[config.mk]
export PLATFORM = sky130hd
export DESIGN_NAME = osa_dp
export DESIGN_NICKNAME = d
export VERILOG_FILES = /design/src/design/osa_pkg.sv /design/src/design/osa_div.sv /design/src/design/osa_dp.sv
export SDC_FILE = /design/constraint.sdc
export NUM_CORES = 2
export LEC_CHECK = 0
export BUFFER_PORTS_ARGS = -buffer_cell sky130_fd_sc_hd__buf_4
export CAP_MARGIN = 20
export CORE_UTILIZATION = 48
export CTS_BUF_LIST = sky130_fd_sc_hd__clkbuf_16
export CTS_CLUSTER_DIAMETER = 150
export DETAILED_ROUTE_END_ITERATION = 8
export PLACE_DENSITY_LB_ADDON = 0.1
export SETUP_SLACK_MARGIN = 0.4
export SLEW_MARGIN = 40
export SYNTH_ARGS = -nofsm -noshare
export SYNTH_HDL_FRONTEND = slang
export SYNTH_SLANG_ARGS = --single-unit
[constraint.sdc]
create_clock -name clk -period 10.13 [get_ports clk]
set_clock_uncertainty 0.2 [all_clocks]
set_input_delay 2.026 -clock clk [delete_from_list [all_inputs] [get_ports clk]]
set_output_delay 2.026 -clock clk [all_outputs]
set_load 0.1 [all_outputs]
[src/design/osa_pkg.sv]
`timescale 1ns / 1ps
`default_nettype none
// ----------------------------------------------------------------------------
// osa_pkg: shared types and constants
// Item layouts, operation and status codes, and controller/datapath links
// for the operand stack ALU.
// ----------------------------------------------------------------------------
package osa_pkg;

  localparam int unsigned STACK_DEPTH_DEF = 64;
  localparam int unsigned DATA_W          = 32;
  localparam int unsigned FUNC_W          = 4;
  localparam int unsigned DEPTH_W         = 7;
  localparam int unsigned STATUS_W        = 3;

  localparam logic [FUNC_W-1:0] FN_PUSH  = 4'd0;
  localparam logic [FUNC_W-1:0] FN_ADD   = 4'd1;
  localparam logic [FUNC_W-1:0] FN_SUB   = 4'd2;
  localparam logic [FUNC_W-1:0] FN_MUL   = 4'd3;
  localparam logic [FUNC_W-1:0] FN_DIV   = 4'd4;
  localparam logic [FUNC_W-1:0] FN_EQ    = 4'd5;
  localparam logic [FUNC_W-1:0] FN_NEQ   = 4'd6;
  localparam logic [FUNC_W-1:0] FN_GT    = 4'd7;
  localparam logic [FUNC_W-1:0] FN_GE    = 4'd8;
  localparam logic [FUNC_W-1:0] FN_LT    = 4'd9;
  localparam logic [FUNC_W-1:0] FN_LE    = 4'd10;
  localparam logic [FUNC_W-1:0] FN_POP   = 4'd11;
  localparam logic [FUNC_W-1:0] FN_EXCH  = 4'd12;
  localparam logic [FUNC_W-1:0] FN_DUP   = 4'd13;
  localparam logic [FUNC_W-1:0] FN_INDEX = 4'd14;

  localparam logic [STATUS_W-1:0] STS_OK       = 3'd0;
  localparam logic [STATUS_W-1:0] STS_UNDER    = 3'd1;
  localparam logic [STATUS_W-1:0] STS_OVER     = 3'd2;
  localparam logic [STATUS_W-1:0] STS_DIVZERO  = 3'd3;
  localparam logic [STATUS_W-1:0] STS_BADINDEX = 3'd4;

  typedef struct packed {
    logic [FUNC_W-1:0]        func;
    logic signed [DATA_W-1:0] literal;
  } in_item_t;

  typedef struct packed {
    logic signed [DATA_W-1:0] top_value;
    logic [DEPTH_W-1:0]       depth;
    logic [STATUS_W-1:0]      status;
  } out_item_t;

  typedef struct packed {
    logic load;
    logic exch_lo;
    logic mul_cap;
    logic div_start;
    logic idx_rd;
    logic commit;
    logic late;
  } osa_cmd_t;

  typedef struct packed {
    logic err;
    logic is_mul;
    logic is_div;
    logic is_idx;
    logic is_exch;
    logic out_free;
    logic div_done;
  } osa_sts_t;

endpackage

`default_nettype wire

[src/design/osa_div.sv]
`timescale 1ns / 1ps
`default_nettype none
// ----------------------------------------------------------------------------
// osa_div: signed divider
// Radix-2 restoring division on magnitudes, one quotient bit per cycle,
// quotient truncated toward zero.
// ----------------------------------------------------------------------------
module osa_div import osa_pkg::*; (
  input  wire logic              clk,
  input  wire logic              rst_n,
  input  wire logic              start,
  input  wire logic [DATA_W-1:0] dividend,
  input  wire logic [DATA_W-1:0] divisor,
  output logic                   done,
  output logic [DATA_W-1:0]      quotient
);

  localparam int unsigned CNT_W = $clog2(DATA_W);

  logic              busy_r;
  logic              done_r;
  logic [CNT_W-1:0]  cnt_r;
  logic [DATA_W-1:0] rem_r, rem_nxt;
  logic [DATA_W-1:0] quo_r, quo_nxt;
  logic [DATA_W-1:0] dv_r;
  logic              neg_r;
  logic [DATA_W:0]   shifted;
  logic [DATA_W+1:0] diff;

  always_comb begin
    shifted = {rem_r, quo_r[DATA_W-1]};
    diff    = {1'b0, shifted} - {2'b00, dv_r};
    rem_nxt = diff[DATA_W+1] ? shifted[DATA_W-1:0] : diff[DATA_W-1:0];
    quo_nxt = {quo_r[DATA_W-2:0], ~diff[DATA_W+1]};
  end

  always_ff @(posedge clk) begin
    if (!rst_n) begin
      busy_r <= 1'b0;
      done_r <= 1'b0;
      cnt_r  <= '0;
    end else if (start) begin
      busy_r <= 1'b1;
      done_r <= 1'b0;
      cnt_r  <= '0;
    end else if (busy_r) begin
      cnt_r <= cnt_r + CNT_W'(1);
      if (cnt_r == CNT_W'(DATA_W - 1)) begin
        busy_r <= 1'b0;
        done_r <= 1'b1;
      end
    end
  end

  always_ff @(posedge clk) begin
    if (start) begin
      rem_r <= '0;
      quo_r <= dividend[DATA_W-1] ? (DATA_W'(0) - dividend) : dividend;
      dv_r  <= divisor[DATA_W-1] ? (DATA_W'(0) - divisor) : divisor;
      neg_r <= dividend[DATA_W-1] ^ divisor[DATA_W-1];
    end else if (busy_r) begin
      rem_r <= rem_nxt;
      quo_r <= quo_nxt;
    end
  end

  assign done     = done_r;
  assign quotient = neg_r ? (DATA_W'(0) - quo_r) : quo_r;

endmodule

`default_nettype wire

[src/design/osa_dp.sv]
`timescale 1ns / 1ps
`default_nettype none
// ----------------------------------------------------------------------------
// osa_dp: stack datapath
// Stack memory, stack pointer, ALU, multiplier, divider and output register.
// ----------------------------------------------------------------------------
module osa_dp import osa_pkg::*; #(
  parameter int unsigned STACK_DEPTH = STACK_DEPTH_DEF
) (
  input  wire logic     clk,
  input  wire logic     rst_n,
  input  wire in_item_t in_item,
  output out_item_t     out_item,
  output logic          out_valid,
  input  wire logic     out_ready,
  input  wire osa_cmd_t cmd,
  output osa_sts_t      sts
);

  localparam int unsigned ADDR_W = (STACK_DEPTH > 1) ? $clog2(STACK_DEPTH) : 1;
  localparam int unsigned SP_W   = $clog2(STACK_DEPTH + 1);

  logic [DATA_W-1:0] mem [STACK_DEPTH];

  logic [SP_W-1:0]   sp_r, sp_nxt;
  logic [FUNC_W-1:0] func_r;
  logic [DATA_W-1:0] lit_r;
  logic [DATA_W-1:0] rd_a_r, rd_b_r;
  logic [DATA_W-1:0] prod_r;
  out_item_t         out_item_r;
  logic              out_valid_r;

  logic [ADDR_W-1:0] addr_a, addr_b, idx_addr, waddr;
  logic [SP_W-1:0]   idx_sp;
  logic [DATA_W-1:0] wdata, alu_c, bin_val, top_c, quot;
  logic              we, is_bin, empty, lt2, full, bad_idx, div_done, ok;
  logic [STATUS_W-1:0] err_c, status_c;

  // rd_a holds T, rd_b holds S; rd_a is reused for the index read
  assign empty   = (sp_r == '0);
  assign lt2     = (sp_r < SP_W'(2));
  assign full    = (sp_r == SP_W'(STACK_DEPTH));
  assign is_bin  = (func_r >= FN_ADD) && (func_r <= FN_LE);
  assign bad_idx = rd_a_r[DATA_W-1] || (rd_a_r >= DATA_W'(sp_r - SP_W'(1)));
  assign idx_sp  = sp_r - SP_W'(2) - rd_a_r[SP_W-1:0];
  assign idx_addr = idx_sp[ADDR_W-1:0];
  assign addr_a  = cmd.idx_rd ? idx_addr : ADDR_W'(sp_r - SP_W'(1));
  assign addr_b  = ADDR_W'(sp_r - SP_W'(2));

  always_comb begin
    err_c = STS_OK;
    case (func_r)
      FN_PUSH:  if (full) err_c = STS_OVER;
      FN_POP:   if (empty) err_c = STS_UNDER;
      FN_EXCH:  if (lt2) err_c = STS_UNDER;
      FN_DUP: begin
        if (empty) err_c = STS_UNDER;
        else if (full) err_c = STS_OVER;
      end
      FN_INDEX: begin
        if (empty) err_c = STS_UNDER;
        else if (bad_idx) err_c = STS_BADINDEX;
      end
      default: begin
        if (is_bin) begin
          if (lt2) err_c = STS_UNDER;
          else if (func_r == FN_DIV && rd_a_r == '0) err_c = STS_DIVZERO;
        end
      end
    endcase
  end

  always_comb begin
    alu_c = '0;
    case (func_r)
      FN_ADD: alu_c = rd_b_r + rd_a_r;
      FN_SUB: alu_c = rd_b_r - rd_a_r;
      FN_EQ:  alu_c = DATA_W'(rd_b_r == rd_a_r);
      FN_NEQ: alu_c = DATA_W'(rd_b_r != rd_a_r);
      FN_GT:  alu_c = DATA_W'($signed(rd_b_r) >  $signed(rd_a_r));
      FN_GE:  alu_c = DATA_W'($signed(rd_b_r) >= $signed(rd_a_r));
      FN_LT:  alu_c = DATA_W'($signed(rd_b_r) <  $signed(rd_a_r));
      FN_LE:  alu_c = DATA_W'($signed(rd_b_r) <= $signed(rd_a_r));
      default: alu_c = '0;
    endcase
  end

  assign bin_val  = (func_r == FN_MUL) ? prod_r : ((func_r == FN_DIV) ? quot : alu_c);
  assign status_c = cmd.late ? STS_OK : err_c;
  assign ok       = (status_c == STS_OK);

  always_comb begin
    we     = 1'b0;
    waddr  = ADDR_W'(sp_r - SP_W'(1));
    wdata  = rd_b_r;
    sp_nxt = sp_r;
    top_c  = empty ? '0 : rd_a_r;
    if (cmd.exch_lo) begin
      we    = 1'b1;
      waddr = addr_b;
      wdata = rd_a_r;
    end else if (cmd.commit && ok) begin
      case (func_r)
        FN_PUSH: begin
          we     = 1'b1;
          waddr  = ADDR_W'(sp_r);
          wdata  = lit_r;
          sp_nxt = sp_r + SP_W'(1);
          top_c  = lit_r;
        end
        FN_POP: begin
          sp_nxt = sp_r - SP_W'(1);
          top_c  = lt2 ? '0 : rd_b_r;
        end
        FN_EXCH: begin
          we    = 1'b1;
          wdata = rd_b_r;
          top_c = rd_b_r;
        end
        FN_DUP: begin
          we     = 1'b1;
          waddr  = ADDR_W'(sp_r);
          wdata  = rd_a_r;
          sp_nxt = sp_r + SP_W'(1);
          top_c  = rd_a_r;
        end
        FN_INDEX: begin
          we    = 1'b1;
          wdata = rd_a_r;
          top_c = rd_a_r;
        end
        default: begin
          if (is_bin) begin
            we     = 1'b1;
            waddr  = addr_b;
            wdata  = bin_val;
            sp_nxt = sp_r - SP_W'(1);
            top_c  = bin_val;
          end
        end
      endcase
    end
  end

  always_ff @(posedge clk) begin
    if (we) begin
      mem[waddr] <= wdata;
    end
    if (cmd.load || cmd.idx_rd) begin
      rd_a_r <= mem[addr_a];
    end
    if (cmd.load) begin
      rd_b_r <= mem[addr_b];
    end
  end

  always_ff @(posedge clk) begin
    if (cmd.load) begin
      func_r <= in_item.func;
      lit_r  <= in_item.literal;
    end
    if (cmd.mul_cap) begin
      prod_r <= DATA_W'(rd_b_r * rd_a_r);
    end
    if (cmd.commit) begin
      out_item_r.top_value <= top_c;
      out_item_r.depth     <= DEPTH_W'(sp_nxt);
      out_item_r.status    <= status_c;
    end
  end

  always_ff @(posedge clk) begin
    if (!rst_n) begin
      sp_r        <= '0;
      out_valid_r <= 1'b0;
    end else begin
      if (cmd.commit) begin
        sp_r        <= sp_nxt;
        out_valid_r <= 1'b1;
      end else if (out_ready) begin
        out_valid_r <= 1'b0;
      end
    end
  end

  osa_div u_div (
    .clk      (clk),
    .rst_n    (rst_n),
    .start    (cmd.div_start),
    .dividend (rd_b_r),
    .divisor  (rd_a_r),
    .done     (div_done),
    .quotient (quot)
  );

  always_comb begin
    sts          = '0;
    sts.err      = (err_c != STS_OK);
    sts.is_mul   = (func_r == FN_MUL);
    sts.is_div   = (func_r == FN_DIV);
    sts.is_idx   = (func_r == FN_INDEX);
    sts.is_exch  = (func_r == FN_EXCH);
    sts.out_free = !out_valid_r || out_ready;
    sts.div_done = div_done;
  end

  assign out_item  = out_item_r;
  assign out_valid = out_valid_r;

endmodule

`default_nettype wire
==> run_results.csv <==
group,metric,value,unit
placed_design,dp_hpwl,317,mm
critical_path,critPathLaunchType,"register",
global_route,grt_max_degree,154,
critical_path,cp_common_cell,"fa_1",
logic_synthesis,ys_ff_latch,2334,
critical_path,cp-endpoint,"prod_r[31]",
critical_path,cp.arrival,8530,ps
clock_network,clk_path_buf_depth,4,
job,cap_viol_max_count,0,
sta,layout_setup_ws,2010,ps
placed_design,dp.cells,14500,
route,drt-total-wl,497,mm
logic_synthesis,synthMuxAreaShare,11.4,%
clock_network,root_buffer,"clkbuf_16",
route,drc,0,
logic_synthesis,syn_area,134000,um2
clock_network,cts.clk_slew.worst_paths,60,ps
logic_synthesis,synth_compound_area_share,8.81,%
critical_path,r2r_end,"prod_r[31]",
critical_path,cp.required,10530,ps
die,fp.dieW,530,um
die,pin_count,96,
sta,maxSlewViolCount,0,
finish,final_cell_mix,"2485 x nand2_1, 2287 x edfxtp_1, 672 x mux4_2, 573 x inv_1, 550 x nand3_1",
die,initial_core_util,48.4,%
route,firstDrtPassIters,6,
logic_synthesis,synth_nets,11900,
finish,layout.nets,11800,
logic_synthesis,synth-adder-area-share,8.64,%
placed_design,gp_congestion,1.04,
worst_hold_path,hp-class,"reg2reg",
global_route,antenna_found_initial,39,
logic_synthesis,yosys.area_share.simple,13.8,%
sta,hold_viol,0,
die,num_rows,193,
route,vias,99300,
critical_path,max_stage_delay,650,ps
logic_synthesis,synth_top_family_by_area,"simple AND/OR/NAND/NOR gates",
clock_network,clock_latency,920,ps
critical_path,worst-path-stages,25,
sta,tightest_slew,1030,ps
clock_network,htreeDepth,5,
clock_network,cts_resized,0,
logic_synthesis,avgSynthCellArea,12.0,um2
clock_network,ctsHoldBuffers,0,
finish,layout_commonest_cell,"nand2_1",
clock_network,cts_tree,"built",
logic_synthesis,synth-xor-area-share,1.47,%
clock_network,postCtsSetupRepairBufs,0,
global_route,grt-ovfl-total,0,
route,drtIter0Drc,13000,
critical_path,reg2regPathDepth,25,
route,vias_per_cell,6.63,
route,wl_per_cell,33.2,um
placed_design,place_ws,2090,ps
critical_path,critPathBufInv,5,
critical_path,slowest_stage,"edfxtp_1",
logic_synthesis,synth_cell_types,91,
sta,rsz0062_at_grt,"false",
critical_path,crit_start,"rd_b_r[7]",
global_route,grt_usage,35.0,%
die,die_h,530,um
finish,fill_cells,23100,
route,postRouteAntennaNets,0,
sta,slew_headroom,30.8,%
global_route,first_global_vias,96500,
finish,syn2layout_area_growth,11.6,%
critical_path,r2r_start,"rd_b_r[7]",
critical_path,crit_family,"adder cells",
clock_network,clock_sinks,2334,
critical_path,cp-end-kind,"register",
finish,fin_cells,15000,
die,dieArea,281000,um2
critical_path,rrSetupSlack,2010,ps
sta,fin_crit,8120,ps
logic_synthesis,synth_edf_count,2287,
die,core-area,277000,um2
sta,fmaxAchievable,123,MHz
placed_design,portBuffers,95,
logic_synthesis,synthFlopType,"edfxtp_1",
sta,setup-tns-final,0,ps
logic_synthesis,async_reset_ff_share,0,%
finish,drive_gt1_share,15.1,%
sta,setup_viol,0,
logic_synthesis,yosysWarnings,0,
critical_path,critPathKind,"reg2reg",
outcome,status,"finished clean",
logic_synthesis,seq_area_frac_synth,52.0,%
global_route,grt_pass1_wl,706,mm
critical_path,cp_max_fo,18,
sta,post-route-period-util,80.2,%
clock_network,cts_buffers,268,
sta,whs,289,ps
logic_synthesis,syn_inst,11200,
## area by class of cell
cell class                      instances  area, um2  area share (%)
Sequential cell                      2334      69600            46.6
Multi-Input combinational cell       7464      60200            40.3
Clock buffer                          278       6960            4.65
Tap cell                             3705       4640            3.10
Timing Repair Buffer                  453       4470            2.99
Inverter                              526       1980            1.32
Clock inverter                        202       1550            1.03
Antenna cell                           12       30.0          0.0201
## state kept, by name, indices dropped and copies added (netlist names)
register and flops:
mem 2048, out_item 42, lit_r 32, prod_r 32, rd_a_r 32, rd_b_r 32, u_div.dv_r 32, u_div.quo_r 32
u_div.rem_r 32, sp_r 7, u_div.cnt_r 5, func_r 4, out_valid 1, u_div.busy_r 1, u_div.done 1, u_div.neg_r 1
## worst min path at each step
| stage | slack, ps | start | cells past startpoint | end |
|---|---|---|---|---|
| floorplan | 240 | u_div.done | 2 | u_div.done |
| global placement | 270 | u_div.rem_r[17] | 2 | u_div.rem_r[17] |
| detailed placement | 290 | u_div.rem_r[20] | 2 | u_div.rem_r[20] |
| CTS | 290 | u_div.rem_r[20] | 2 | u_div.rem_r[20] |
| global route | 320 | u_div.rem_r[17] | 2 | u_div.rem_r[17] |
| finish | 290 | u_div.rem_r[20] | 2 | u_div.rem_r[20] |
## logic make-up (layout without fill, tap and decap cells)
logic type / Yosys count / count (layout)
other cells: 0 / 12
fa+ha+maj: 678 / 678
compound gates: 1682 / 1682
xor+xnor: 225 / 225
mux: 688 / 688
buf+inv: 1390 / 1459
flops: 2334 / 2334
simple gates: 4191 / 4191
## tightest hold or removal path: cells and delay by family, from the launching register on
family           cells  cell delay [ps]
AND/OR/NAND/NOR      1               50
AO/OA/AOI/OAI        1               60
flip-flops           1              320
## per-stage QoR
stage | instance area [um2] | util [%]
3_3_place_gp | 140000 | 50.5
5_1_grt | 149000 | 54.0
2_1_floorplan | 134000 | -
4_1_cts | 149000 | 53.8
3_5_place_dp | 141000 | 50.8
6_report | 149000 | 54.0
## per-layer routing
metal | global-route usage, % | vias to the layer above | share of wire (%)
met2 | 53.8 | 6172 | 45
met4 | 20.5 | 22 | 6.8
met3 | 7.61 | 1340 | 11
li1 | - | 41200 | -
met1 | 46.0 | 50500 | 37
met5 | 0.120 | - | 0.037
## cell usage after synthesis, types with 30 or more instances
| master | number | area share, % |
|---|---|---|
| ha_1 | 265 | 2.5 |
| and2_1 | 240 | 1.1 |
| nor3_1 | 59 | 0.22 |
| dfxtp_1 | 47 | 0.70 |
| nor2_1 | 360 | 1.0 |
| nand3_1 | 551 | 2.1 |
| a311oi_1 | 388 | 2.5 |
| clkbuf_1 | 758 | 2.1 |
| mux4_2 | 672 | 11 |
| a21oi_1 | 388 | 1.4 |
| and3_1 | 275 | 1.3 |
| xnor2_1 | 143 | 0.93 |
| or3_1 | 36 | 0.17 |
| edfxtp_1 | 2287 | 51 |
| o211ai_1 | 30 | 0.17 |
| inv_1 | 523 | 1.5 |
| a21o_1 | 43 | 0.24 |
| nand2_1 | 2490 | 7.0 |
| o21ai_0 | 184 | 0.69 |
| xor2_1 | 82 | 0.54 |
| fa_1 | 412 | 6.2 |
| buf_1 | 98 | 0.27 |
| a211oi_1 | 141 | 0.79 |
| a31oi_1 | 161 | 0.75 |
| nand2b_1 | 40 | 0.19 |
| o31ai_1 | 55 | 0.31 |
Power is left out: the tool's default activity adds up to more than one toggle a clock period on the data nets, which glitch-free logic cannot reach.
