--- src/design/osa_pkg.sv ---
`timescale 1ns / 1ps
`default_nettype none
// ----------------------------------------------------------------------------
// osa_pkg: shared types and constants
// Item layouts, operation and status codes, and controller/datapath links
// for the operand stack ALU.
// ----------------------------------------------------------------------------
package osa_pkg;

  localparam int unsigned STACK_DEPTH_DEF = 64;
  localparam int unsigned DATA_W          = 32;
  localparam int unsigned FUNC_W          = 4;
  localparam int unsigned DEPTH_W         = 7;
  localparam int unsigned STATUS_W        = 3;

  localparam logic [FUNC_W-1:0] FN_PUSH  = 4'd0;
  localparam logic [FUNC_W-1:0] FN_ADD   = 4'd1;
  localparam logic [FUNC_W-1:0] FN_SUB   = 4'd2;
  localparam logic [FUNC_W-1:0] FN_MUL   = 4'd3;
  localparam logic [FUNC_W-1:0] FN_DIV   = 4'd4;
  localparam logic [FUNC_W-1:0] FN_EQ    = 4'd5;
  localparam logic [FUNC_W-1:0] FN_NEQ   = 4'd6;
  localparam logic [FUNC_W-1:0] FN_GT    = 4'd7;
  localparam logic [FUNC_W-1:0] FN_GE    = 4'd8;
  localparam logic [FUNC_W-1:0] FN_LT    = 4'd9;
  localparam logic [FUNC_W-1:0] FN_LE    = 4'd10;
  localparam logic [FUNC_W-1:0] FN_POP   = 4'd11;
  localparam logic [FUNC_W-1:0] FN_EXCH  = 4'd12;
  localparam logic [FUNC_W-1:0] FN_DUP   = 4'd13;
  localparam logic [FUNC_W-1:0] FN_INDEX = 4'd14;

  localparam logic [STATUS_W-1:0] STS_OK       = 3'd0;
  localparam logic [STATUS_W-1:0] STS_UNDER    = 3'd1;
  localparam logic [STATUS_W-1:0] STS_OVER     = 3'd2;
  localparam logic [STATUS_W-1:0] STS_DIVZERO  = 3'd3;
  localparam logic [STATUS_W-1:0] STS_BADINDEX = 3'd4;

  typedef struct packed {
    logic [FUNC_W-1:0]        func;
    logic signed [DATA_W-1:0] literal;
  } in_item_t;

  typedef struct packed {
    logic signed [DATA_W-1:0] top_value;
    logic [DEPTH_W-1:0]       depth;
    logic [STATUS_W-1:0]      status;
  } out_item_t;

  typedef struct packed {
    logic load;
    logic exch_lo;
    logic mul_cap;
    logic div_start;
    logic idx_rd;
    logic commit;
    logic late;
  } osa_cmd_t;

  typedef struct packed {
    logic err;
    logic is_mul;
    logic is_div;
    logic is_idx;
    logic is_exch;
    logic out_free;
    logic div_done;
  } osa_sts_t;

endpackage

`default_nettype wire

--- src/design/osa_ctrl.sv ---
`timescale 1ns / 1ps
`default_nettype none
// ----------------------------------------------------------------------------
// osa_ctrl: operation sequencer
// Steps each item through stack read, execute, the longer operations and
// result commit.
// ----------------------------------------------------------------------------
module osa_ctrl import osa_pkg::*; (
  input  wire logic     clk,
  input  wire logic     rst_n,
  input  wire logic     in_valid,
  output logic          in_ready,
  input  wire osa_sts_t sts,
  output osa_cmd_t      cmd
);

  typedef enum logic [3:0] {
    S_IDLE = 4'b0001,
    S_EXEC = 4'b0010,
    S_DIV  = 4'b0100,
    S_LATE = 4'b1000
  } state_t;

  state_t state_r, state_nxt;

  always_comb begin
    state_nxt = state_r;
    cmd       = '0;
    in_ready  = 1'b0;
    case (state_r)
      S_IDLE: begin
        in_ready = 1'b1;
        if (in_valid) begin
          cmd.load  = 1'b1;
          state_nxt = S_EXEC;
        end
      end
      S_EXEC: begin
        if (!sts.err && sts.is_mul) begin
          cmd.mul_cap = 1'b1;
          state_nxt   = S_LATE;
        end else if (!sts.err && sts.is_div) begin
          cmd.div_start = 1'b1;
          state_nxt     = S_DIV;
        end else if (!sts.err && sts.is_idx) begin
          cmd.idx_rd = 1'b1;
          state_nxt  = S_LATE;
        end else if (!sts.err && sts.is_exch) begin
          cmd.exch_lo = 1'b1;
          state_nxt   = S_LATE;
        end else if (sts.out_free) begin
          cmd.commit = 1'b1;
          state_nxt  = S_IDLE;
        end
      end
      S_DIV: begin
        if (sts.div_done) begin
          state_nxt = S_LATE;
        end
      end
      S_LATE: begin
        if (sts.out_free) begin
          cmd.commit = 1'b1;
          cmd.late   = 1'b1;
          state_nxt  = S_IDLE;
        end
      end
      default: begin
        state_nxt = S_IDLE;
      end
    endcase
  end

  always_ff @(posedge clk) begin
    if (!rst_n) begin
      state_r <= S_IDLE;
    end else begin
      state_r <= state_nxt;
    end
  end

endmodule

`default_nettype wire

--- config.mk ---
export PLATFORM = sky130hd
export DESIGN_NAME = osa_ctrl
export DESIGN_NICKNAME = d
export VERILOG_FILES = /design/src/design/osa_pkg.sv /design/src/design/osa_ctrl.sv
export SDC_FILE = /design/constraint.sdc
export NUM_CORES = 1
export LEC_CHECK = 0
export CAP_MARGIN = 0
export CORE_AREA = 2 2 39 41
export CTS_BUF_LIST = sky130_fd_sc_hd__clkbuf_4
export DETAILED_ROUTE_END_ITERATION = 16
export DIE_AREA = 0 0 41 43
export DONT_BUFFER_PORTS = 1
export GPL_TIMING_DRIVEN = 0
export PLACE_DENSITY = 0.47
export RECOVER_POWER = 50
export SLEW_MARGIN = 30
export SYNTH_ARGS = -nofsm -noshare
export SYNTH_HDL_FRONTEND = slang
export SYNTH_SLANG_ARGS = --single-unit
--- constraint.sdc ---
create_clock -name clk -period 1.6 [get_ports clk]
set_clock_uncertainty 0.05 [all_clocks]
set_input_delay 0.08 -clock clk [delete_from_list [all_inputs] [get_ports clk]]
set_output_delay 0.08 -clock clk [all_outputs]
set_load 0.01 [all_outputs]
==> results of run 1 <==
-- power by group --
group	switching, uW	internal [uW]
combinational	20.0	20.7
clock	41.4	83.9
sequential	4.24	103
total	65.6	207
-- synthesized netlist by cell type, types with 2 or more instances --
cell type / count / area (um2)
and2_1: 2 / 12.5
or3_1: 2 / 12.5
o21ai_0: 3 / 15.0
inv_1: 2 / 7.51
nor3b_1: 2 / 15.0
and3_1: 2 / 12.5
nor2_1: 8 / 30.0
a21oi_1: 2 / 10.0
dfxtp_1: 4 / 80.1
o21a_1: 3 / 22.5
-- area by class of cell --
type                    instances  area share (%)
multi-input cells              36            61.6
clock buffers                   3            5.28
well taps                      16            4.69
inverters                       2            1.76
flip-flops and latches          4            20.8
repair buffers                  3            5.87
-- final timing paths --
kind,endpoint,cells past startpoint
hold / removal,state_r[3],3
setup reg to reg,state_r[2],3
hold reg to reg,state_r[3],2
setup / recovery,cmd[5],3
-- routing by layer --
metal	routed length [um]	GRT usage [%]	up-vias
li1	-	-	170
met1	356	13.1	134
met2	302	13.1	21
met3	107	6.28	2
met4	12	4.00	0
met5	0	0	-
-- timing repair --
action	CTS	global route
endpoints found under the hold margin	4	0
hold buffers	1	0
pin swaps	3	3
setup endpoints to repair	7	6
setup buffers	2	0
resized for setup	9	0
-- critical path: cells and delay by family (launching register included) --
family | cells | cell delay, ns
simple gates | 3 | 0.95
flops | 1 | 0.33
-- kinds of logic after synthesis --
group                  after synthesis  share of synthesized area [%]
AO/OA/AOI/OAI                        9                           16.4
XOR/XNOR                             1                           2.55
buffers and inverters                3                           5.46
flip-flops                           4                           23.3
multiplexers                         1                           2.91
AND/OR/NAND/NOR                     25                           49.5
-- through the flow --
step	setup TNS, ns	hold slack, ns
detailed placement	-0.0219	0.144
finish	-0.0932	-0.00138
floorplan	0	0.139
global route	-0.307	0.0306
CTS	-0.196	-0.0158
global placement	-0.0224	0.143
==> summary.md, run 1 <==
| Metric | Value |
|---|---|
| Status | `complete, but fails checks` |
| Failing checks | `hold timing, setup timing` |
| Relative slew slack | `76.2%` |
| Seq/Total Area, Yosys | `23.3%` |
| # IOs | `18` |
| Leak pwr | `0.000152 uW` |
| Initial antenna violation count | `0` |
| Number of enable flip-flop cells after synthesis | `0` |
| Hold/Removal Path Class | `in -> reg` |
| Endpoint class of the critical path | `output port` |
| Clock Tree Root | `clkbuf_4` |
| Synth Warn # | `0` |
| Largest register by flop count | `state_r` |
| Worst EP required | `1.47 ns` |
| TritonCTS clock tree | `yes` |
| 1st-pass router iterations | `2` |
| Final Hold Vio Count | `1` |
| Nets | `60` |
| Mapped Avg Cell Area | `8.00 um2` |
| Fin area | `427 um2` |
| Tmin final | `1.65 ns` |
| Post-Layout Cell Count | `64` |
| Largest register FFs | `4` |
| # diodes | `0` |
| Total Power | `273 uW` |
| Beginning of the critical path | `state_r[2]` |
| Remaining DRCs | `0` |
| Final hold slack | `-0.00138 ns` |
| Total GRT Usage | `10.1%` |
| Synthesized area | `344 um2` |
| Die width | `41 um` |
| Multi-input gate area | `263 um2` |
| Syn Inst Count | `43` |
| Period utilization | `103%` |
| Dominant synthesized flop cell | `dfxtp_1` |
| GPL Wtd Cong | `0.705` |
| Level count of the clock H-tree | `1` |
| Drt via density | `5.11` |
| WL/cell | `12.2 um` |
| Async set-reset flop share out of synthesis | `0%` |
| First-pass GRT wire length | `1150 um` |
| Max-cap check violation count | `0` |
| Worst flop-to-flop path startpoint | `state_r[2]` |
| Die H | `43 um` |
| Detailed Route WL | `779 um` |
| Worst-skew pair later-pin latency | `0.24 ns` |
| Worst path arrival time | `1.52 ns` |
| Setup WS pre-CTS | `-0.0219 ns` |
| Vias in the first global route | `315` |
| Vias | `327` |
| Post-DP Area | `364 um2` |
| Largest net degree at the start of global routing | `9` |
| Layout Area Growth over Synthesis | `24.0%` |
| Max rail drop VDD | `0.379 mV` |
| Maximum clock rate | `608 MHz` |
| Worst path max stage delay | `0.58 ns` |
| Final Slew Violations | `0` |
| Hold path start | `sts[6]` |
| Total CTS buffers | `3` |
| Final core utilization | `30.8%` |
| Layout cells sized above 1 | `31.3%` |
| CP Class | `reg -> out` |
| Power per Cell Area | `639 mW/mm2` |
| Initial Util | `24.9%` |
| RSZ-0062 raised after global routing | `yes` |
| Seq cells post-synth | `4` |
| Top flop regs | `state_r (4)` |
| Clock sink total | `4` |
| Initial DRC Count | `3` |
| Syn Nets | `53` |
| Worst-margin pin slew | `0.353 ns` |
| Setup Viol. Count Final | `4` |
| CP Max Fanout | `4` |
| Critical path's slowest cell | `or4b_4` |
| Fill count | `145` |
| Setup ws final | `-0.0459 ns` |
| Flop-to-flop setup slack | `0.09 ns` |
| Worst-path clk slew | `0.04 ns` |
| Commonest cells after routing, fill and taps aside | `7 x nor2_1, 3 x o21a_1, 3 x o21ai_0, 3 x clkbuf_4` |
| Reg area | `88.8 um2` |
| Placed Instances | `59` |
| Die Area | `0.00176 mm2` |
| CP cell instances | `or4b_4 -> nor2_4 -> and4b_1` |
| Dpl hpwl | `605 um` |
| Site Rows | `14` |
| Maximum clock path buffer count | `2` |
| Netlist cell types | `23` |
| Post-route ant nets | `0` |
| Startpoint Class | `register` |
| Core area | `0.00138 mm2` |
| GR Overflow Total | `0` |
| Commonest non-fill, non-tap cell in the layout | `nor2_1` |
| Port bufs | `0` |
No activity file was read; power rests on OpenSTA's default activity.
==> run 2, diff against run 1 <==
--- a/config.mk
+++ b/config.mk
@@ -6,13 +6,15 @@
 export NUM_CORES = 1
 export LEC_CHECK = 0
 export CAP_MARGIN = 0
+export CELL_PAD_IN_SITES_DETAIL_PLACEMENT = 0
+export CELL_PAD_IN_SITES_GLOBAL_PLACEMENT = 2
 export CORE_AREA = 2 2 39 41
 export CTS_BUF_LIST = sky130_fd_sc_hd__clkbuf_4
 export DETAILED_ROUTE_END_ITERATION = 16
 export DIE_AREA = 0 0 41 43
 export DONT_BUFFER_PORTS = 1
 export GPL_TIMING_DRIVEN = 0
-export PLACE_DENSITY = 0.47
+export PLACE_DENSITY = 0.72
 export RECOVER_POWER = 50
 export SLEW_MARGIN = 30
 export SYNTH_ARGS = -nofsm -noshare
==> constraint.sdc (replaced) <==
create_clock -name clk -period 1.6 [get_ports clk]
set_clock_uncertainty 0.05 [all_clocks]
set_input_delay 0.16 -clock clk [delete_from_list [all_inputs] [get_ports clk]]
set_output_delay 0.16 -clock clk [all_outputs]
set_load 0.01 [all_outputs]
==> summary.md, run 2 (synthesized netlist as in run 1, its figures left out) <==
| Metric | Value |
|---|---|
| GPL Wtd Cong | `0.697` |
| CP Class | `reg -> out` |
| Fin area | `439 um2` |
| Worst path arrival time | `1.51 ns` |
| Largest register FFs | `4` |
| Flop-to-flop setup slack | `0.08 ns` |
| WL/cell | `12.0 um` |
| Largest net degree at the start of global routing | `9` |
| # diodes | `0` |
| Drt via density | `5.25` |
| Combinational Power Share | `15.6%` |
| Maximum clock path buffer count | `2` |
| Initial antenna violation count | `0` |
| Layout Area Growth over Synthesis | `27.6%` |
| CP Max Fanout | `4` |
| GR Util met2 | `14.4%` |
| Clock Tree Root | `clkbuf_4` |
| Post-route ant nets | `0` |
| Final core utilization | `31.7%` |
| GR Overflow Total | `0` |
| Beginning of the critical path | `state_r[2]` |
| Status | `complete, but fails checks` |
| First-pass GRT wire length | `1190 um` |
| Met1 track demand over resource | `11.8%` |
| Setup ws final | `-0.120 ns` |
| Relative slew slack | `79.0%` |
| Worst-path clk slew | `0.04 ns` |
| Initial DRC Count | `1` |
| Sw Share | `23.9%` |
| Final Slew Violations | `0` |
| Global Route met3 Usage | `7.33%` |
| Site Rows | `14` |
| Commonest cells after routing, fill and taps aside | `7 x nor2_1, 3 x o21a_1, 3 x o21ai_0, 3 x clkbuf_4, 3 x dfxtp_4` |
| Largest register by flop count | `state_r` |
| Commonest non-fill, non-tap cell in the layout | `nor2_1` |
| Dpl hpwl | `603 um` |
| Worst EP required | `1.39 ns` |
| Port bufs | `0` |
| Initial Util | `24.9%` |
| Total CTS buffers | `3` |
| Fill count | `151` |
| Clock sink total | `4` |
| Worst-skew pair later-pin latency | `0.23 ns` |
| Period utilization | `108%` |
| Max-cap check violation count | `0` |
| P_int | `207 uW` |
| Worst Reg-to-Reg Cells | `3` |
| Most Used Layer, Global Route | `met2` |
| Endpoint class of the critical path | `output port` |
| Vias in the first global route | `319` |
| Die H | `43 um` |
| Hold/Removal Path Class | `in -> reg` |
| Post-DP Area | `364 um2` |
| TritonCTS clock tree | `yes` |
| 1st-pass router iterations | `2` |
| Core area | `0.00138 mm2` |
| Total GRT Usage | `10.3%` |
| Failing checks | `setup timing` |
| Remaining DRCs | `0` |
| Final Hold Vio Count | `0` |
| Maximum clock rate | `581 MHz` |
| Tmin final | `1.72 ns` |
| Worst-margin pin slew | `0.313 ns` |
| Vias | `336` |
| Clock power share | `45.0%` |
| Sequential share of power | `39.3%` |
| Layout cells sized above 1 | `33.3%` |
| Top flop regs | `state_r (4)` |
| Switching pwr | `65.3 uW` |
| Power per Cell Area | `621 mW/mm2` |
| # IOs | `18` |
| Nets | `60` |
| Die width | `41 um` |
| Level count of the clock H-tree | `1` |
| RSZ-0062 raised after global routing | `yes` |
| Worst setup endpoint | `cmd[5]` |
| Startpoint Class | `register` |
| Detailed Route WL | `766 um` |
| Die Area | `0.00176 mm2` |
| Max rail drop VDD | `0.387 mV` |
| Reg2reg end | `state_r[2]` |
| Leak pwr | `0.000154 uW` |
| Setup Viol. Count Final | `5` |
| Worst flop-to-flop path startpoint | `state_r[2]` |
-- run 2: area by class of cell --
class / instances / area, um2 / share of cell area, %
multi-input cells: 36 / 273 / 62.1
flip-flops and latches: 4 / 91.3 / 20.8
repair buffers: 3 / 25.0 / 5.70
clock buffers: 3 / 22.5 / 5.13
well taps: 16 / 20.0 / 4.56
inverters: 2 / 7.51 / 1.71
-- run 2: per-layer routing --
metal	routed length (um)	share of wire [%]	vias to the layer above
met1	322	42	149
met2	341	45	21
met5	0	0	-
met3	102	13	0
met4	0	0	0
li1	-	-	166
-- run 2: repair_timing --
item / 4_1_cts / 5_1_grt
gates cloned: 0 / 0
gates resized for setup: 8 / 4
pin swaps: 3 / 3
hold endpoints to repair: 3 / 0
setup endpoints to repair: 7 / 7
setup buffers: 2 / 0
hold buffers: 1 / 0
-- run 2: worst max-delay path, cell delays in order, from the launching register on --
cell and delay, ns:
dfxtp_4 0.33, or4b_4 0.58, nor2_4 0.12, and4b_1 0.25
-- run 2: worst min path at each step --
stage	from	endpoint	slack, ns	cells after the start
final	rst_n	state_r[0]	0.04	2
after global routing	rst_n	state_r[0]	0.04	2
after global placement	rst_n	state_r[3]	0.23	2
after floorplan	rst_n	state_r[3]	0.23	2
after CTS	rst_n	state_r[0]	0.03	2
after detailed placement	rst_n	state_r[3]	0.23	2
-- run 2: power by group through the flow --
stage	combinational (uW)	sequential [uW]	clock (uW)
2_1_floorplan	28.3	110	0
3_3_place_gp	31.5	113	0
3_5_place_dp	31.7	113	0
4_1_cts	41.3	107	130
5_1_grt	48.4	108	139
6_report	42.6	107	123
-- run 2: metrics by stage --
step / worst slack [ns] / power [uW] / std cells / TNS, ns / hold slack [ns]
after floorplan: 0.0804 / 139 / 43 / 0 / 0.226
after global placement: -0.0159 / 144 / 59 / -0.0273 / 0.232
after detailed placement: -0.0141 / 145 / 59 / -0.0281 / 0.231
after CTS: -0.160 / 278 / 64 / -0.687 / 0.0302
after global routing: -0.187 / 295 / 64 / -0.739 / 0.0405
final: -0.120 / 273 / 64 / -0.439 / 0.0375
==> run 3, diff against run 2 <==
--- a/config.mk
+++ b/config.mk
@@ -14,7 +14,8 @@
 export DIE_AREA = 0 0 41 43
 export DONT_BUFFER_PORTS = 1
 export GPL_TIMING_DRIVEN = 0
-export PLACE_DENSITY = 0.72
+export MAX_ROUTING_LAYER = met4
+export PLACE_DENSITY_LB_ADDON = 0.1
 export RECOVER_POWER = 50
 export SLEW_MARGIN = 30
 export SYNTH_ARGS = -nofsm -noshare
==> summary.md, run 3 (synthesized netlist as in run 1, its figures left out) <==
| Metric | Value |
|---|---|
| CP Class | `reg -> out` |
| Worst-path clk slew | `0.04 ns` |
| Setup ws final | `-0.159 ns` |
| Hold/Removal Path Class | `in -> reg` |
| Layout cells sized above 1 | `35.4%` |
| Final hold slack | `0.0317 ns` |
| Largest register by flop count | `state_r` |
| Final Hold Vio Count | `0` |
| Worst Reg-to-Reg Cells | `3` |
| Status | `complete, but fails checks` |
| RSZ-0062 raised after global routing | `yes` |
| Setup Viol. Count Final | `5` |
| Max-cap check violation count | `0` |
| Worst-margin pin slew | `0.401 ns` |
| Worst flop-to-flop path startpoint | `state_r[1]` |
| Endpoint class of the critical path | `output port` |
| Setup WS pre-CTS | `-0.0850 ns` |
| Port bufs | `0` |
| Die H | `43 um` |
| WL/cell | `13.5 um` |
| Fin area | `430 um2` |
| Sequential share of power | `39.0%` |
| Maximum clock path buffer count | `2` |
| CP Max Fanout | `6` |
| Worst-skew pair later-pin latency | `0.24 ns` |
| First-pass GRT wire length | `1470 um` |
| Worst path max stage delay | `0.53 ns` |
| Switching pwr | `70.1 uW` |
| Post-DP Area | `364 um2` |
| Largest register FFs | `4` |
| # diodes | `0` |
| Vias in the first global route | `355` |
| Worst EP required | `1.39 ns` |
| Relative slew slack | `73.0%` |
| Max rail drop VDD | `0.372 mV` |
| Die Area | `0.00176 mm2` |
| Remaining DRCs | `0` |
| CP cell instances | `or4b_4 -> nor2_4 -> and4b_2` |
| Die width | `41 um` |
| Commonest non-fill, non-tap cell in the layout | `nor2_1` |
| Tmin final | `1.76 ns` |
| Top flop regs | `state_r (4)` |
| Combinational Power Share | `14.7%` |
| Failing checks | `setup timing` |
| Clock power share | `46.3%` |
| GR Overflow Total | `0` |
| Total GRT Usage | `12.6%` |
| P_int | `209 uW` |
| Dpl hpwl | `671 um` |
| Site Rows | `14` |
| Total CTS buffers | `3` |
| Level count of the clock H-tree | `1` |
| GPL Wtd Cong | `0.713` |
| # IOs | `18` |
| Placed Instances | `59` |
| Initial DRC Count | `5` |
| Critical path's slowest cell | `or4b_4` |
| Period utilization | `110%` |
| Layout Area Growth over Synthesis | `25.1%` |
| Flop-to-flop setup slack | `0.04 ns` |
| Drt via density | `5.25` |
| Reg2reg end | `state_r[2]` |
| Beginning of the critical path | `state_r[1]` |
| Post-route ant nets | `0` |
| Sw Share | `25.1%` |
| Final Slew Violations | `0` |
| Commonest cells after routing, fill and taps aside | `7 x nor2_1, 3 x o21a_1, 3 x o21ai_0, 3 x clkbuf_4, 3 x dfxtp_2` |
| Clock sink total | `4` |
| Post-Layout Cell Count | `64` |
| Initial antenna violation count | `0` |
| Clock Tree Root | `clkbuf_4` |
| Nets | `60` |
| Startpoint Class | `register` |
| Power per Cell Area | `650 mW/mm2` |
| Largest net degree at the start of global routing | `9` |
| TritonCTS clock tree | `yes` |
| 1st-pass router iterations | `2` |
| Leak pwr | `0.000150 uW` |
| Detailed Route WL | `867 um` |
| Worst setup endpoint | `cmd[5]` |
| Core area | `0.00138 mm2` |
| Maximum clock rate | `569 MHz` |
| Worst path arrival time | `1.55 ns` |
| Initial Util | `24.9%` |
| Vias | `336` |
==> run 3: power by group through the flow <==
stage               clock network, uW  registers, uW  logic, uW
floorplan                           0            110       28.3
global placement                    0            112       31.6
detailed placement                  0            113       31.5
CTS                               138            112       36.1
global route                      149            109       46.2
finish                            129            109       41.1
==> run 3: worst max-delay path: cells and delay by family (launching register included) <==
family | cells | cell delay (ns)
AND/OR/NAND/NOR | 3 | 0.94
flip-flops | 1 | 0.38
==> run 3: layout make-up <==
| class | instances | area (um2) |
|---|---|---|
| clock buffer | 3 | 22.5 |
| timing repair buffer | 3 | 25.0 |
| fill | 150 | 953 |
| sequential | 4 | 87.6 |
| inverter | 2 | 7.51 |
| tap | 16 | 20.0 |
| multi-input combinational | 36 | 268 |
==> run 3: routing by layer <==
layer | global-route usage [%] | vias to the layer above | wire [um]
li1 | - | 169 | -
met2 | 17.8 | 14 | 399
met5 | - | - | 0
met4 | 4.00 | 0 | 7
met1 | 14.3 | 151 | 385
met3 | 7.85 | 2 | 74
==> run 3: through the flow <==
stage	util, %	setup TNS, ns	total power, uW
after floorplan	-	0	139
after global placement	26.3	-0.00247	144
after detailed placement	26.3	-0.0916	144
after CTS	31.0	-0.715	287
after global routing	31.1	-1.04	305
final	31.1	-0.580	280
==> run 3: worst min-delay path by stage <==
stage	cells past startpoint	slack, ns	endpoint	start
2_1_floorplan	2	0.23	state_r[3]	rst_n
3_3_place_gp	1	0.23	state_r[2]	rst_n
3_5_place_dp	1	0.24	state_r[2]	rst_n
4_1_cts	2	0.03	state_r[0]	rst_n
5_1_grt	2	0.08	state_r[0]	rst_n
6_report	2	0.03	state_r[0]	rst_n
==> run 3: timing repair <==
| action | CTS | global route |
|---|---|---|
| endpoints found under the setup margin | 7 | 9 |
| setup buffers | 1 | 1 |
| pin swaps | 2 | 5 |
| hold endpoints to repair | 3 | 0 |
| resized for setup | 8 | 3 |
| hold buffers | 1 | 0 |
